**src/hw/rtl/stes_pkg.sv**
```systemverilog
// Shared types and constants for the square tone envelope synth.
// Used by every module under hw/rtl; depends on nothing else.
package stes_pkg;

    localparam int unsigned SAMPLE_RATE_DEF = 16000;
    localparam int unsigned ENV_MS_DEF      = 5;

    localparam int FREQ_W  = 15;
    localparam int DUR_W   = 16;
    localparam int SMP_W   = 16;
    localparam int IDX_W   = 22;
    localparam int PHASE_W = 16;
    localparam int GAIN_W  = 17;
    localparam int VOL_W   = 8;

    localparam logic [VOL_W-1:0]  VOLUME_RESET = 8'd200;
    localparam logic [GAIN_W-1:0] GAIN_ONE     = 17'd65536;

    // note length = (dur * LEN_MULT) >> LEN_SHIFT, LEN_MULT = ceil(rate * 2^27 / 1000)
    localparam int LEN_SHIFT  = 27;
    localparam int LEN_MULT_W = 33;

    // floor(z / 255) = (z * RECIP_255) >> 32 for z < 2^24
    localparam int                 RECIP_W   = 25;
    localparam logic [RECIP_W-1:0] RECIP_255 = 25'd16843010;

    localparam logic [63:0] PI_Q30 = 64'd3373259426;

    typedef struct packed {
        logic              start_note;
        logic [FREQ_W-1:0] freq_hz;
        logic [DUR_W-1:0]  duration_ms;
    } in_item_t;

    typedef struct packed {
        logic signed [SMP_W-1:0] sample;
        logic                    note_done;
        logic                    past_end;
    } out_item_t;

    typedef struct packed {
        logic active;
        logic done;
        logic past;
        logic pos;
    } tone_flags_t;

    typedef struct packed {
        logic             valid;
        tone_flags_t      flags;
        logic [IDX_W-1:0] s;
        logic [IDX_W-1:0] ns;
    } note_stage_t;

    typedef struct packed {
        logic              valid;
        tone_flags_t       flags;
        logic [GAIN_W-1:0] gain;
    } gain_stage_t;

endpackage

```
**src/hw/rtl/stes_note_ctrl.sv**
```systemverilog
// Input register and note state: length, sample counter, phase accumulator.
// Depends on stes_pkg.
module stes_note_ctrl #(
    parameter int unsigned SAMPLE_RATE = stes_pkg::SAMPLE_RATE_DEF
) (
    input  logic                  clk,
    input  logic                  rst_n,
    input  logic                  in_valid,
    output logic                  in_ready,
    input  stes_pkg::in_item_t    in_item,
    output stes_pkg::note_stage_t stage,
    input  logic                  stage_ready
);

    localparam int IW = stes_pkg::IDX_W;
    localparam int PW = stes_pkg::PHASE_W;
    localparam int FW = stes_pkg::FREQ_W;
    localparam int DW = stes_pkg::DUR_W;
    localparam int MW = stes_pkg::LEN_MULT_W;
    localparam int PRW = DW + MW;
    localparam logic [63:0] LEN_MULT_FULL =
        ((64'(SAMPLE_RATE) << stes_pkg::LEN_SHIFT) + 64'd999) / 64'd1000;
    localparam logic [MW-1:0] LEN_MULT = LEN_MULT_FULL[MW-1:0];
    localparam int unsigned Q_MAX = ((1 << FW) - 1) / SAMPLE_RATE;
    localparam logic [PW:0] RATE_X = (PW + 1)'(SAMPLE_RATE);

    logic          en0;
    logic          en1;
    logic [PW:0]   fsub;
    logic [PW-1:0] fmod;
    logic [PRW-1:0] len_prod;

    logic          v0_reg, v0_next;
    logic          start0_reg, start0_next;
    logic          fnz0_reg, fnz0_next;
    logic [PW-1:0] fmod0_reg, fmod0_next;
    logic [IW-1:0] len0_reg, len0_next;

    logic [IW-1:0] idx_reg, idx_next;
    logic [IW-1:0] len_reg, len_next;
    logic [PW-1:0] phase_reg, phase_next;
    logic          fnz_reg, fnz_next;
    logic [PW-1:0] fstep_reg, fstep_next;

    stes_pkg::note_stage_t stage_reg, stage_next;

    logic [IW-1:0] s_eff;
    logic [IW-1:0] ns_eff;
    logic [IW-1:0] s_inc;
    logic [PW-1:0] ph_eff;
    logic          fnz_eff;
    logic [PW-1:0] fstep_eff;
    logic          in_note;
    logic [PW:0]   ph_sum;
    logic [PW-1:0] ph_wrap;
    logic          move;

    assign en1      = !stage_reg.valid || stage_ready;
    assign en0      = !v0_reg || en1;
    assign in_ready = en0;
    assign stage    = stage_reg;

    // frequency mod rate by a few parallel compares
    always_comb
    begin
        fsub = '0;
        for (int j = 1; j <= int'(Q_MAX); j++)
        begin
            if ({1'b0, {(PW - FW){1'b0}}, in_item.freq_hz} >= (PW + 1)'(j * SAMPLE_RATE))
            begin
                fsub = (PW + 1)'(j * SAMPLE_RATE);
            end
        end
        fmod     = PW'({1'b0, {(PW - FW){1'b0}}, in_item.freq_hz} - fsub);
        len_prod = PRW'(in_item.duration_ms) * PRW'(LEN_MULT);
    end

    always_comb
    begin
        v0_next     = en0 ? in_valid : v0_reg;
        start0_next = start0_reg;
        fnz0_next   = fnz0_reg;
        fmod0_next  = fmod0_reg;
        len0_next   = len0_reg;
        if (in_valid && en0)
        begin
            start0_next = in_item.start_note;
            fnz0_next   = (in_item.freq_hz != '0);
            fmod0_next  = fmod;
            len0_next   = len_prod[stes_pkg::LEN_SHIFT +: IW];
        end
    end

    always_comb
    begin
        move      = v0_reg && en1;
        s_eff     = start0_reg ? '0 : idx_reg;
        ns_eff    = start0_reg ? len0_reg : len_reg;
        ph_eff    = start0_reg ? '0 : phase_reg;
        fnz_eff   = start0_reg ? fnz0_reg : fnz_reg;
        fstep_eff = start0_reg ? fmod0_reg : fstep_reg;
        in_note   = s_eff < ns_eff;
        s_inc     = s_eff + IW'(1);
        ph_sum    = {1'b0, ph_eff} + {1'b0, fstep_eff};
        ph_wrap   = (ph_sum >= RATE_X) ? PW'(ph_sum - RATE_X) : ph_sum[PW-1:0];

        idx_next   = idx_reg;
        len_next   = len_reg;
        phase_next = phase_reg;
        fnz_next   = fnz_reg;
        fstep_next = fstep_reg;
        stage_next = stage_reg;
        if (en1)
        begin
            stage_next.valid = v0_reg;
        end
        if (move)
        begin
            idx_next   = in_note ? s_inc : s_eff;
            len_next   = ns_eff;
            phase_next = in_note ? ph_wrap : ph_eff;
            fnz_next   = fnz_eff;
            fstep_next = fstep_eff;

            stage_next.flags.active = in_note && fnz_eff;
            stage_next.flags.done   = in_note && (s_inc == ns_eff);
            stage_next.flags.past   = !in_note;
            stage_next.flags.pos    = ({ph_eff, 1'b0} <= RATE_X);
            stage_next.s            = s_eff;
            stage_next.ns           = ns_eff;
        end
    end

    always_ff @(posedge clk or negedge rst_n)
    begin
        if (!rst_n)
        begin
            v0_reg    <= 1'b0;
            idx_reg   <= '0;
            len_reg   <= '0;
            phase_reg <= '0;
            fnz_reg   <= 1'b0;
            fstep_reg <= '0;
            stage_reg <= '0;
        end
        else
        begin
            v0_reg    <= v0_next;
            idx_reg   <= idx_next;
            len_reg   <= len_next;
            phase_reg <= phase_next;
            fnz_reg   <= fnz_next;
            fstep_reg <= fstep_next;
            stage_reg <= stage_next;
        end
    end

    always_ff @(posedge clk)
    begin
        start0_reg <= start0_next;
        fnz0_reg   <= fnz0_next;
        fmod0_reg  <= fmod0_next;
        len0_reg   <= len0_next;
    end

endmodule

```
**src/hw/rtl/stes_env_gain.sv**
```systemverilog
// Raised-cosine attack/release gain: envelope table and its lookup stage.
// Depends on stes_pkg.
module stes_env_gain #(
    parameter int unsigned SAMPLE_RATE = stes_pkg::SAMPLE_RATE_DEF,
    parameter int unsigned ENV_MS      = stes_pkg::ENV_MS_DEF
) (
    input  logic                  clk,
    input  logic                  rst_n,
    input  stes_pkg::note_stage_t note,
    output logic                  note_ready,
    output stes_pkg::gain_stage_t stage,
    input  logic                  stage_ready
);

    localparam int IW = stes_pkg::IDX_W;
    localparam int GW = stes_pkg::GAIN_W;
    localparam int unsigned ENV_LEN = ENV_MS * SAMPLE_RATE / 1000;
    localparam int unsigned ENV_DIV = (ENV_LEN == 0) ? 1 : 2 * ENV_LEN;
    localparam int ENV_AW = (ENV_LEN < 2) ? 1 : $clog2(ENV_LEN + 1);
    localparam logic [IW-1:0] ENV_LEN_X = IW'(ENV_LEN);

    logic [GW-1:0] env_rom [ENV_LEN + 1];

    // Q30 Taylor sine squared, lower half computed, upper half mirrored
    for (genvar k = 0; k <= int'(ENV_LEN); k++)
    begin : g_rom
        localparam logic [63:0] N     = 64'(ENV_LEN);
        localparam logic [63:0] K     = 64'(k);
        localparam bit          UPPER = (64'd2 * K > N);
        localparam logic [63:0] M     = UPPER ? N - K : K;
        localparam logic [63:0] A     = (stes_pkg::PI_Q30 * M) / 64'(ENV_DIV);
        localparam logic [63:0] A2    = (A * A) >> 30;
        localparam logic [63:0] A3    = (A2 * A) >> 30;
        localparam logic [63:0] A5    = (A3 * A2) >> 30;
        localparam logic [63:0] A7    = (A5 * A2) >> 30;
        localparam logic [63:0] S     = A - A3 / 64'd6 + A5 / 64'd120 - A7 / 64'd5040;
        localparam logic [63:0] H     = (S * S) >> 30;
        localparam logic [63:0] H16   = (H + 64'd8192) >> 14;
        localparam logic [63:0] ENTRY =
            (K >= N) ? 64'd65536 : (UPPER ? 64'd65536 - H16 : H16);
        assign env_rom[k] = ENTRY[GW-1:0];
    end

    logic          en2;
    logic          lo;
    logic          hi;
    logic [IW-1:0] addr_full;
    logic [ENV_AW-1:0] addr;
    logic [GW-1:0] gain;

    stes_pkg::gain_stage_t stage_reg, stage_next;

    assign en2        = !stage_reg.valid || stage_ready;
    assign note_ready = en2;
    assign stage      = stage_reg;

    always_comb
    begin
        lo        = note.s < ENV_LEN_X;
        hi        = (note.ns > ENV_LEN_X) && (note.s >= IW'(note.ns - ENV_LEN_X));
        addr_full = lo ? note.s : IW'(note.ns - note.s);
        addr      = (lo || hi) ? addr_full[ENV_AW-1:0] : '0;
        gain      = (lo || hi) ? env_rom[addr] : stes_pkg::GAIN_ONE;

        stage_next = stage_reg;
        if (en2)
        begin
            stage_next.valid = note.valid;
            if (note.valid)
            begin
                stage_next.flags = note.flags;
                stage_next.gain  = gain;
            end
        end
    end

    always_ff @(posedge clk or negedge rst_n)
    begin
        if (!rst_n)
        begin
            stage_reg <= '0;
        end
        else
        begin
            stage_reg <= stage_next;
        end
    end

endmodule

```
**src/hw/rtl/stes_amp.sv**
```systemverilog
// Amplitude pipeline: volume * gain * 32767 / (255 * 65536), sign, output register.
// Depends on stes_pkg.
module stes_amp (
    input  logic                  clk,
    input  logic                  rst_n,
    input  logic [stes_pkg::VOL_W-1:0] volume,
    input  stes_pkg::gain_stage_t gain_in,
    output logic                  gain_ready,
    output logic                  out_valid,
    input  logic                  out_ready,
    output stes_pkg::out_item_t   out_item
);

    localparam int GW = stes_pkg::GAIN_W;
    localparam int VW = stes_pkg::VOL_W;
    localparam int XW = VW + GW;
    localparam int YW = XW + 15;
    localparam int ZW = YW - 16;
    localparam int RW = stes_pkg::RECIP_W;
    localparam int QW = ZW + RW;
    localparam int SW = stes_pkg::SMP_W;

    logic en3, en4, en5, en6;

    logic                  v3_reg, v3_next;
    stes_pkg::tone_flags_t f3_reg, f3_next;
    logic [XW-1:0]         x3_reg, x3_next;

    logic                  v4_reg, v4_next;
    stes_pkg::tone_flags_t f4_reg, f4_next;
    logic [ZW-1:0]         z4_reg, z4_next;

    logic                  v5_reg, v5_next;
    stes_pkg::tone_flags_t f5_reg, f5_next;
    logic [SW-1:0]         mag5_reg, mag5_next;

    logic                  ov_reg, ov_next;
    stes_pkg::out_item_t   out_reg, out_next;

    logic [YW-1:0] y;
    logic [QW-1:0] q;

    assign en6        = !ov_reg || out_ready;
    assign en5        = !v5_reg || en6;
    assign en4        = !v4_reg || en5;
    assign en3        = !v3_reg || en4;
    assign gain_ready = en3;
    assign out_valid  = ov_reg;
    assign out_item   = out_reg;

    always_comb
    begin
        y = {x3_reg, 15'd0} - YW'(x3_reg);
        q = QW'(z4_reg) * QW'(stes_pkg::RECIP_255);

        v3_next = en3 ? gain_in.valid : v3_reg;
        f3_next = f3_reg;
        x3_next = x3_reg;
        if (en3 && gain_in.valid)
        begin
            f3_next = gain_in.flags;
            x3_next = XW'(volume) * XW'(gain_in.gain);
        end

        v4_next = en4 ? v3_reg : v4_reg;
        f4_next = f4_reg;
        z4_next = z4_reg;
        if (en4 && v3_reg)
        begin
            f4_next = f3_reg;
            z4_next = y[YW-1:16];
        end

        v5_next   = en5 ? v4_reg : v5_reg;
        f5_next   = f5_reg;
        mag5_next = mag5_reg;
        if (en5 && v4_reg)
        begin
            f5_next   = f4_reg;
            mag5_next = q[32 +: SW];
        end

        ov_next  = en6 ? v5_reg : ov_reg;
        out_next = out_reg;
        if (en6 && v5_reg)
        begin
            if (!f5_reg.active)
            begin
                out_next.sample = '0;
            end
            else if (f5_reg.pos)
            begin
                out_next.sample = mag5_reg;
            end
            else
            begin
                out_next.sample = SW'(SW'(0) - mag5_reg);
            end
            out_next.note_done = f5_reg.done;
            out_next.past_end  = f5_reg.past;
        end
    end

    always_ff @(posedge clk or negedge rst_n)
    begin
        if (!rst_n)
        begin
            v3_reg <= 1'b0;
            v4_reg <= 1'b0;
            v5_reg <= 1'b0;
            ov_reg <= 1'b0;
        end
        else
        begin
            v3_reg <= v3_next;
            v4_reg <= v4_next;
            v5_reg <= v5_next;
            ov_reg <= ov_next;
        end
    end

    always_ff @(posedge clk)
    begin
        f3_reg   <= f3_next;
        x3_reg   <= x3_next;
        f4_reg   <= f4_next;
        z4_reg   <= z4_next;
        f5_reg   <= f5_next;
        mag5_reg <= mag5_next;
        out_reg  <= out_next;
    end

endmodule

```
**src/hw/rtl/square_tone_envelope_synth.sv**
```systemverilog
// Top level of the square tone envelope synth: volume register and pipeline.
// Depends on stes_pkg, stes_note_ctrl, stes_env_gain, stes_amp.
//
//   channel  | handshake             | payload
//   ---------+-----------------------+---------------------------------------
//   in       | in_valid / in_ready   | in_item  (start_note, freq_hz, duration_ms)
//   out      | out_valid / out_ready | out_item (sample, note_done, past_end)
//   cfg      | cfg_valid / cfg_ready | cfg_data (volume)
//
// One transaction per cycle in and out while out_ready is held high. An input
// transaction passes seven registers (input reg, note state, envelope table, three
// amplitude stages, output reg) before it reaches out_item. Every stage has its own
// valid bit, so a stalled output only blocks in_ready once all stages are full.
// Reset empties the pipeline, clears note state (every tick past end) and sets
// volume to 200.
module square_tone_envelope_synth #(
    parameter int unsigned SAMPLE_RATE = stes_pkg::SAMPLE_RATE_DEF,
    parameter int unsigned ENV_MS      = stes_pkg::ENV_MS_DEF
) (
    input  logic                        clk,
    input  logic                        rst_n,
    input  logic                        in_valid,
    output logic                        in_ready,
    input  stes_pkg::in_item_t          in_item,
    output logic                        out_valid,
    input  logic                        out_ready,
    output stes_pkg::out_item_t         out_item,
    input  logic                        cfg_valid,
    output logic                        cfg_ready,
    input  logic [stes_pkg::VOL_W-1:0]  cfg_data
);

    logic [stes_pkg::VOL_W-1:0] volume_reg, volume_next;

    stes_pkg::note_stage_t note_stage;
    logic                  note_ready;
    stes_pkg::gain_stage_t gain_stage;
    logic                  gain_ready;

    assign cfg_ready   = 1'b1;
    assign volume_next = (cfg_valid && cfg_ready) ? cfg_data : volume_reg;

    always_ff @(posedge clk or negedge rst_n)
    begin
        if (!rst_n)
        begin
            volume_reg <= stes_pkg::VOLUME_RESET;
        end
        else
        begin
            volume_reg <= volume_next;
        end
    end

    stes_note_ctrl #(
        .SAMPLE_RATE (SAMPLE_RATE)
    ) u_note_ctrl (
        .clk         (clk),
        .rst_n       (rst_n),
        .in_valid    (in_valid),
        .in_ready    (in_ready),
        .in_item     (in_item),
        .stage       (note_stage),
        .stage_ready (note_ready)
    );

    stes_env_gain #(
        .SAMPLE_RATE (SAMPLE_RATE),
        .ENV_MS      (ENV_MS)
    ) u_env_gain (
        .clk         (clk),
        .rst_n       (rst_n),
        .note        (note_stage),
        .note_ready  (note_ready),
        .stage       (gain_stage),
        .stage_ready (gain_ready)
    );

    stes_amp u_amp (
        .clk        (clk),
        .rst_n      (rst_n),
        .volume     (volume_reg),
        .gain_in    (gain_stage),
        .gain_ready (gain_ready),
        .out_valid  (out_valid),
        .out_ready  (out_ready),
        .out_item   (out_item)
    );

endmodule
```
**config.mk**
```make
export PLATFORM = sky130hd
export DESIGN_NAME = square_tone_envelope_synth
export DESIGN_NICKNAME = d
export VERILOG_FILES = /design/src/hw/rtl/stes_pkg.sv /design/src/hw/rtl/stes_note_ctrl.sv /design/src/hw/rtl/stes_env_gain.sv /design/src/hw/rtl/stes_amp.sv /design/src/hw/rtl/square_tone_envelope_synth.sv
export SDC_FILE = /design/constraint.sdc
export NUM_CORES = 1
export LEC_CHECK = 0
export BUFFER_PORTS_ARGS = -buffer_cell sky130_fd_sc_hd__buf_2
export CORE_UTILIZATION = 45
export DETAILED_ROUTE_END_ITERATION = 7
export GPL_ROUTABILITY_DRIVEN = 0
export PLACE_DENSITY = 0.66
export SLEW_MARGIN = 20
export SYNTH_ARGS = -nofsm -noshare
export SYNTH_HDL_FRONTEND = slang
export SYNTH_SLANG_ARGS = --single-unit
```
**constraint.sdc**
```tcl
create_clock -name clk -period 6 [get_ports clk]
set_input_delay 0 -clock clk [delete_from_list [all_inputs] [get_ports clk]]
set_output_delay 0 -clock clk [all_outputs]
set_load 0.03 [all_outputs]
```
Word-level counts from Yosys, hierarchy flattened
Memory sizes are Yosys's and may differ from the RTL's.
Index checks and enable logic that the tools add are counted.
W data, S select, Z words.
{ "classes": {"reduce_logical": 27, "bitwise_logic": 1, "mul": 2, "add_sub_neg": 8, "order_cmp": 9, "n_eq_ne": 1, "n_mux": 16} }
{ "ops": {"columns": ["op", "count"], "rows": [
  ["$mux W16", 5],
  ["$mux W22", 3],
  ["$mux W17", 3],
  ["$mul A24 B24 Y47 const B", 1],
  ["$sub A40 B25 Y40", 1],
  ["$mul A8 B17 Y25", 1],
  ["$add A22 B1 Y22 const B", 1],
  ["$eq A22 B22 Y1", 1],
  ["$ge A22 B22 Y1", 1],
  ["$gt A22 B7 Y1 const B", 1],
  ["$lt A22 B22 Y1", 1],
  ["$lt A22 B7 Y1 const B", 1],
  ["$sub A22 B7 Y22 const B", 1],
  ["$add A16 B16 Y17", 1],
  ["$ge A17 B14 Y1 const B", 1],
  ["$le A17 B14 Y1 const B", 1],
  ["$sub A1 B16 Y16 const A", 1],
  ["$sub A15 B16 Y16", 1],
  ["$sub A16 B14 Y16 const B", 1],
  ["$ge A15 B14 Y1 const B", 1],
  ["$ge A15 B15 Y1 const B", 1],
  ["$mux W15", 1],
  ["$reduce_bool A15 Y1", 1],
  ["$mux W14", 1],
  ["9 further kinds", 32]
]} }
{ "totals": {"in_bits": 45, "n_memories": 1, "romBits": 2176, "word_cells": 110, "ff_bits": 268} }
{ "mem_list": {"columns": ["name", "words", "width", "read_ports", "rd_ports_with_merged_regs", "write_ports", "line", "source"], "rows": [
  ["(no name shown)", 128, 17, 1, 0, 0, "stes_env_gain.sv:63", "gain = (lo || hi) ? env_rom[addr] : stes_pkg::GAIN_ONE;"]
]} }

Depth between registers and ports, before layout
Gate-level depths: netlist of the first run.
{ "logic_depth": {"ltp_word": 10, "ltp_mapped": 25, "mapped_depth_nobuf": 21} }

Modules after synthesis
A second synthesis of the first run with hierarchy kept.
{ "unflattened": {"hier_cells": 2617, "area_unflattened_um2": 24911.4} }
{ "by_module_without_submodules": {"columns": ["module", "area_each_um2", "instances", "cells_per_inst"], "rows": [
  ["stes_amp", 11868.9, 1, 1153],
  ["stes_note_ctrl", 8528.2, 1, 888],
  ["stes_env_gain", 4167.7, 1, 557],
  ["square_tone_envelope_synth", 346.6, 1, 19]
]} }

Least setup slack after synthesis of the first run
OpenSTA, ideal clock, no wires.
{ "synth_timing": {"path_kind": "register to register", "start": "register u_note_ctrl.start0_reg", "end": "register u_note_ctrl.phase_reg[14]", "setup_ps": 134, "period_less_slack_ps": 5375, "t_arrival_ps": 5241, "stages_incl_launch_ff": 22, "setup_slack_ps": 625, "t_required_ps": 5866, "path_cell_list": "edfxtp_1 > clkbuf_1 > buf_1 > clkbuf_1 > clkbuf_1 > buf_1 > clkbuf_1 > nor2b_1 > ha_1 > nor2b_1 > o21a_1 > o21a_1 > o211ai_1 > a21boi_0 > o31a_1 > o41ai_1 > nand3_1 > clkbuf_1 > clkbuf_1 > clkbuf_1 > nand3_1 > o31ai_1"} }
{ "synth_rtl": {"columns": ["item", "line", "source"], "rows": [
  ["start: declaration", "stes_note_ctrl.sv:34", "logic start0_reg, start0_next;"],
  ["start signal: assignment", "stes_note_ctrl.sv:160", "start0_reg <= start0_next;"],
  ["$mux W22", "stes_note_ctrl.sv:97", "s_eff = start0_reg ? '0 : idx_reg;"],
  ["named net u_note_ctrl.s_eff[1]", "stes_note_ctrl.sv:47", "logic [IW-1:0] s_eff;"],
  ["$lt A22 B22 Y1", "stes_note_ctrl.sv:102", "in_note = s_eff < ns_eff;"],
  ["$mux W16", "stes_note_ctrl.sv:121", "phase_next = in_note ? ph_wrap : ph_eff;"],
  ["end signal: assignment", "stes_note_ctrl.sv:151", "phase_reg <= phase_next;"],
  ["end: declaration", "stes_note_ctrl.sv:41", "logic [PW-1:0] phase_reg, phase_next;"]
]} }
The timed path passes the listed nets, and every way through them passes these cells.
A chain may end at the register's enable or synchronous reset.

==> results of run 1 <==
==> what timing repair did <==
item,in CTS,in global routing
setup buffers,0,0
hold endpoints to repair,122,0
gates resized for setup,0,1
hold buffers,56,0
endpoints found under the setup margin,0,8
==> per-stage QoR <==
stage | std cells | hold slack [ns]
after global placement | 3118 | 0.0872
after floorplan | 2453 | -0.296
after global routing | 3232 | 0.0646
after detailed placement | 3118 | 0.0961
after CTS | 3232 | 0.0126
final | 3232 | -0.00590
==> cell families after synthesis <==
logic type,Yosys count
muxes,71
adders and majority gates,422
buffers and inverters,350
DFF,268
xor gates and xnor gates,145
AOI/OAI and AO/OA,457
and+or+nand+nor,739
other,1
==> layout make-up <==
type / instances / area share (%)
Clock inverter: 20 / 0.741
Timing Repair Buffer: 147 / 4.24
Sequential cell: 268 / 28.3
Tap cell: 680 / 3.27
Clock buffer: 38 / 3.24
Multi-Input combinational cell: 1835 / 56.7
Inverter: 244 / 3.52
==> metal layers <==
| layer | track usage (%) | up-vias | share of wire, % |
|---|---|---|---|
| met4 | 7.33 | 0 | 3.2 |
| met1 | 27.1 | 8693 | 44 |
| met2 | 35.7 | 511 | 48 |
| li1 | - | 8702 | - |
| met5 | 0 | - | 0 |
| met3 | 2.31 | 148 | 4.7 |
==> how the worst max path moves through the flow <==
| stage | cells after the start | endpoint | slack, ns | start |
|---|---|---|---|---|
| floorplan | 21 | u_note_ctrl.phase_reg[14]$_DFFE_PN0P_ | 0.63 | u_note_ctrl.start0_reg$_DFFE_PP_ |
| global placement | 18 | u_env_gain.stage[0]$_DFFE_PN0P_ | 0.43 | u_note_ctrl.len_reg[10]$_DFFE_PN0P_ |
| detailed placement | 18 | u_env_gain.stage[0]$_DFFE_PN0P_ | 0.25 | u_note_ctrl.len_reg[10]$_DFFE_PN0P_ |
| CTS | 18 | u_env_gain.stage[0]$_DFFE_PN0P_ | 0.22 | u_note_ctrl.len_reg[10]$_DFFE_PN0P_ |
| global route | 19 | u_env_gain.stage[7]$_DFFE_PN0P_ | 0.06 | u_note_ctrl.len_reg[9]$_DFFE_PN0P_ |
| finish | 19 | u_env_gain.stage[7]$_DFFE_PN0P_ | 0.41 | u_note_ctrl.len_reg[10]$_DFFE_PN0P_ |
==> worst max-delay path, stage by stage (launching register included) <==
cell and delay, ns:
dfrtp_1 0.42, or3_4 0.41, or3_4 0.35, or2_2 0.31
or3_1 0.38, nor3_1 0.20, xnor2_1 0.10, ha_1 0.29
nand4_1 0.10, nor2_1 0.12, nand2_1 0.07, o21ai_2 0.51
a22o_2 0.46, clkinv_1 0.35, ha_1 0.42, nor2_1 0.19
o21ai_0 0.12, a31oi_1 0.21, o221ai_1 0.15, a32o_1 0.30
==> where the power goes <==
group          switching [mW]  internal [mW]  leakage [nW]
registers               0.621           2.78          3.04
logic                    5.19           3.94          8.49
clock network           0.808           1.09         0.511
==> cells in the final DEF, fill, tap and decap left out, types with 14 or more instances in the layout <==
| cell type | count |
|---|---|
| nand4_1 | 21 |
| ha_1 | 313 |
| a21o_1 | 31 |
| mux2_2 | 49 |
| buf_2 | 63 |
| nor4_1 | 20 |
| nor2_1 | 116 |
| a21oi_1 | 97 |
| dlygate4sd3_1 | 56 |
| a211oi_1 | 18 |
| buf_4 | 26 |
| xor2_1 | 52 |
| nand2b_1 | 15 |
| edfxtp_1 | 129 |
| nand2_1 | 253 |
| o21ai_0 | 131 |
| fa_1 | 109 |
| and2_1 | 93 |
| a31oi_1 | 28 |
| inv_1 | 243 |
| xnor2_1 | 93 |
| o211ai_1 | 14 |
| mux2i_1 | 22 |
| nor3_1 | 46 |
| nor2b_1 | 49 |
| dfrtp_1 | 136 |
| clkbuf_16 | 31 |
| nand3_1 | 60 |
| and3_1 | 19 |
==> metrics, run 1 <==
violated checks negative hold slack; Synth warnings 0; main combinational cell family by area after synthesis adder cells; Critical R2R Capture u_env_gain.stage[7]$_DFFE_PN0P_; ANT cells 0; hold slack -0.00590 ns; starting DRC count in detailed routing 1528; ratio of cells with drive above 1 in the final layout 8.93%; xor and xnor area share after synthesis 5.42%; Slew HR 30.4%; global-route wire length before repair 91.7 mm; Fill cells 4646; crit end category register; skew final 0.0127 ns; f_max 179 MHz; clock latency on the worst-skew pair 0.60 ns; Reg clk slew, reported paths 0.06 ns; drt wl/cell 16.7 µm; critical path fanouts, max 15; syn nets 2920; Final min period 5.59 ns; flops & latches, synth 268; Final setup viols 0; fraction of registers with async set/reset 51.9%; DP Area 24400 µm²; Crit Path Class reg2reg; Synth Area in Compound Gates 12.6%; # clock sinks 268; sequential cell area 7360 µm²; Max Cap Viol 0; # IOs 66; Setup WS pre-CTS 0.251 ns; post-synthesis sequential area ratio 31.4%; setup tns final 0 ns; Gate Count Post-Synth 2453; Synth Area in Simple Gates 15.5%; RSZ-0062 raised after global routing no; Pre-antenna DRT Iters 6; Pwr Density 555 nW/µm²; post-route ant nets 0; CP Data Arrival Time 6.06 ns; Finished Core Util 50.6%; GRT Util Overall 20.8%; Avg Inst Size Synth 9.55 µm²; R2R cell count 19; Synth area leaders ha_1 (17%), edfxtp_1 (17%), dfrtp_1 (15%), fa_1 (9.3%), nand2_1 (4.1%); Syn Std Cell Area 23400 µm²; GRT overflow 0; number of flops mapped to enable cells by yosys 129; Leak 12.0 nW; Vert. Die Dim 230 µm; Max Root-Sink Buffers 3; Num CTS Buffers 31; commonest cells in the netlist ha_1 (313), nand2_1 (254), inv_1 (243); Rows 83; Multi-input gate area 14700 µm²; launch point of the worst reg-to-reg path u_note_ctrl.len_reg[10]$_DFFE_PN0P_; CTS tree built; clk root buf clkbuf_16; die area 53000 µm²; Via-to-Cell Ratio 5.59; count leader, synth ha_1; H-tree Lvls 1; I/O Buffers 64; type of origin of the critical path register; max reg flops 27; post-synth top area cell ha_1; WP data required 6.47 ns; Power Total 14.4 mW; Starting Density 45.6%; routed via count 18100; Synth Flop Type dfrtp_1; Worst Hold Class in2async; Final nets 2994; Post-Synth Adder-Cell Area 26.0%; core area 51400 µm²; Post-Route WL 54.1 mm; largest net degree at the start of global routing 78; Max VDD drop 0.322 mV; Cell variety after synth 83; vias in the first global route 18500; Finished Cell Area 26000 µm²; Pins Over Slew Limit 0; final hold vios 5; Die Wd 230 µm; Final WS setup 0.411 ns; Tightest Pin Transition 1.04 ns; status complete, but fails checks; DRC Markers 0; hpwl dp 40.7 mm; Reg2Reg Setup Slack 0.41 ns; antenna violations before repair 0; top-area cell type share of the netlist area 16.7%; P&R area growth vs syn 11.0%; mux cell area share after synthesis 3.30%; fin crit share 93.2%
No activity file was read; power rests on OpenSTA's default activity.
==> inputs of run 2 (changes only) <==
- ABC_AREA: default -> 0
- CORE_UTILIZATION: 45 -> 60
- PLACE_DENSITY: 0.66 -> 0.82
==> metrics, run 2 (synthesis gave the netlist of run 1 again) <==
status completed; GRT overflow 0 (unchanged); Final nets 2990 (-0.13%); CTS tree built; core area 38600 µm² (-25%); Post-CTS Setup Bufs 0 (unchanged); # clock sinks 268 (unchanged); Reg2Reg Setup Slack 0.31 ns (-0.10 ns); Max VDD drop 0.306 mV (-5.1%); die area 39800 µm² (-25%); Final WS setup 0.307 ns (-0.103 ns); commonest non-fill, non-tap cell in the layout ha_1; DRC Markers 0 (unchanged); Vert. Die Dim 200 µm (-13%); Pwr Density 568 nW/µm² (+2.3%); WP data required 6.45 ns (-0.02 ns); Final setup viols 0 (unchanged); Num CTS Buffers 30 (-3.2%); ANT cells 0 (unchanged); # IOs 66 (unchanged); largest net degree at the start of global routing 72 (-7.7%); most frequent cells in the layout ha_1 (313), nand2_1 (253), inv_1 (243); skew final 0.0605 ns (+0.0478 ns); antenna violations before repair 0 (unchanged); H-tree Lvls 1 (unchanged); Crit Path Class reg2reg; Reg clk slew, reported paths 0.06 ns (about the same); Resize count post-CTS 0 (unchanged); Worst Hold Class in2reg; cts-stage hold buffer count 56 (unchanged); Starting Density 60.8% (+15 points); hpwl dp 40.5 mm (-0.31%); sequential cell area 7360 µm² (unchanged); Leak 12.0 nW (about the same); CP endpoint u_env_gain.stage[10]$_DFFE_PN0P_; drt wl/cell 18.2 µm (+8.7%); Rows 72 (-13%); Multi-input gate area 14700 µm² (about the same); Final min period 5.69 ns (+0.103 ns); Hold Path Cell Cnt 2; Slew HR 26.4% (-4.0 points); starting DRC count in detailed routing 1494 (-2.2%); Post-Route WL 55.7 mm (+3.1%); fin crit share 94.9% (+1.7 points); Tightest Pin Transition 1.09 ns (+0.0510 ns); vias in the first global route 19100 (+3.0%); critical path fanouts, max 13 (-2); Pins Over Slew Limit 0 (unchanged); Critical R2R Capture u_env_gain.stage[10]$_DFFE_PN0P_; I/O Buffers 64 (unchanged); setup tns final 0 ns (unchanged); CP Data Arrival Time 6.14 ns (+0.08 ns); GRT Util Overall 28.8% (+8.0 points); launch point of the worst reg-to-reg path u_note_ctrl.len_reg[10]$_DFFE_PN0P_; Fill cells 2878 (-38%); routed via count 18600 (+2.9%); P&R area growth vs syn 10.1%; Crit. Startpoint u_note_ctrl.len_reg[10]$_DFFE_PN0P_; clk root buf clkbuf_16; ratio of cells with drive above 1 in the final layout 8.52% (-0.41 points); global-route wire length before repair 92.5 mm (+0.92%); Die Wd 200 µm (-13%); clock latency on the worst-skew pair 0.62 ns (+0.02 ns); post-route ant nets 0 (unchanged); final hold vios 0 (-5); Pre-antenna DRT Iters 7 (+1); Max Cap Viol 0 (unchanged); R2R cell count 19 (unchanged); Via-to-Cell Ratio 6.06 (+8.5%); Max Root-Sink Buffers 3 (unchanged); max reg flops 27 (unchanged); crit end category register; type of origin of the critical path register; f_max 176 MHz (-1.8%); Setup WS pre-CTS 0.601 ns (+0.350 ns); RSZ-0062 raised after global routing no
[run 2: power breakdown]
part | internal [mW] | total [mW] | switching, mW
sequential | 2.78 | 3.39 | 0.609
combinational | 3.95 | 9.32 | 5.36
clock | 1.15 | 1.93 | 0.786
total | 7.88 | 14.6 | 6.76
[run 2: layer usage]
| metal | vias to the layer above | track usage (%) | part of all wire, % |
|---|---|---|---|
| met5 | - | 0 | 0 |
| met4 | 0 | 13.4 | 4.4 |
| met3 | 201 | 4.29 | 6.5 |
| met1 | 8940 | 35.2 | 40 |
| met2 | 762 | 49.9 | 49 |
| li1 | 8679 | - | - |
[run 2: through the flow]
stage	cell area, µm²	power, mW	hold slack (ns)	util [%]	instances
floorplan	23400	10.2	-0.296	-	2453
global placement	24200	11.9	0.0407	62.7	2953
detailed placement	24200	12.4	0.0493	62.7	2953
CTS	25800	14.6	0.0616	66.9	3065
global route	25800	16.1	0.0768	66.9	3065
finish	25800	14.6	0.0872	66.9	3065
[run 2: final cells by class]
cell class	count	share of cell area (%)
Multi-Input combinational cell	1835	57.1
Sequential cell	268	28.5
Timing Repair Buffer	144	4.25
Inverter	244	3.55
Clock buffer	42	3.24
Tap cell	518	2.51
Clock inverter	14	0.776
[run 2: how the worst min path moves through the flow]
| stage | start | endpoint | slack, ns |
|---|---|---|---|
| after floorplan | rst_n | u_amp.out_valid$_DFFE_PN0P_ | -0.30 |
| after global placement | rst_n | u_note_ctrl.fstep_reg[0]$_DFFE_PN0P_ | 0.04 |
| after detailed placement | rst_n | u_note_ctrl.fstep_reg[0]$_DFFE_PN0P_ | 0.05 |
| after CTS | in_item[13] | u_note_ctrl.len0_reg[17]$_DFFE_PP_ | 0.06 |
| after global routing | in_item[31] | u_note_ctrl.start0_reg$_DFFE_PP_ | 0.08 |
| final | in_item[2] | u_note_ctrl.len0_reg[6]$_DFFE_PP_ | 0.09 |
[run 2: critical path: stages (launching register included)]
cell and delay (ns):
dfrtp_1 0.41, or3_4 0.40, or3_4 0.35, or2_2 0.30, or3_1 0.38, nor3_1 0.19, xnor2_1 0.12, ha_1 0.32
nand4_1 0.11, nor2_1 0.12, nand2_1 0.07, o21ai_2 0.50, a22oi_2 0.17, inv_1 0.12, buf_4 0.21, ha_1 0.41
nor2_1 0.13, o311ai_0 0.66, a211oi_1 0.17, o41ai_1 0.35
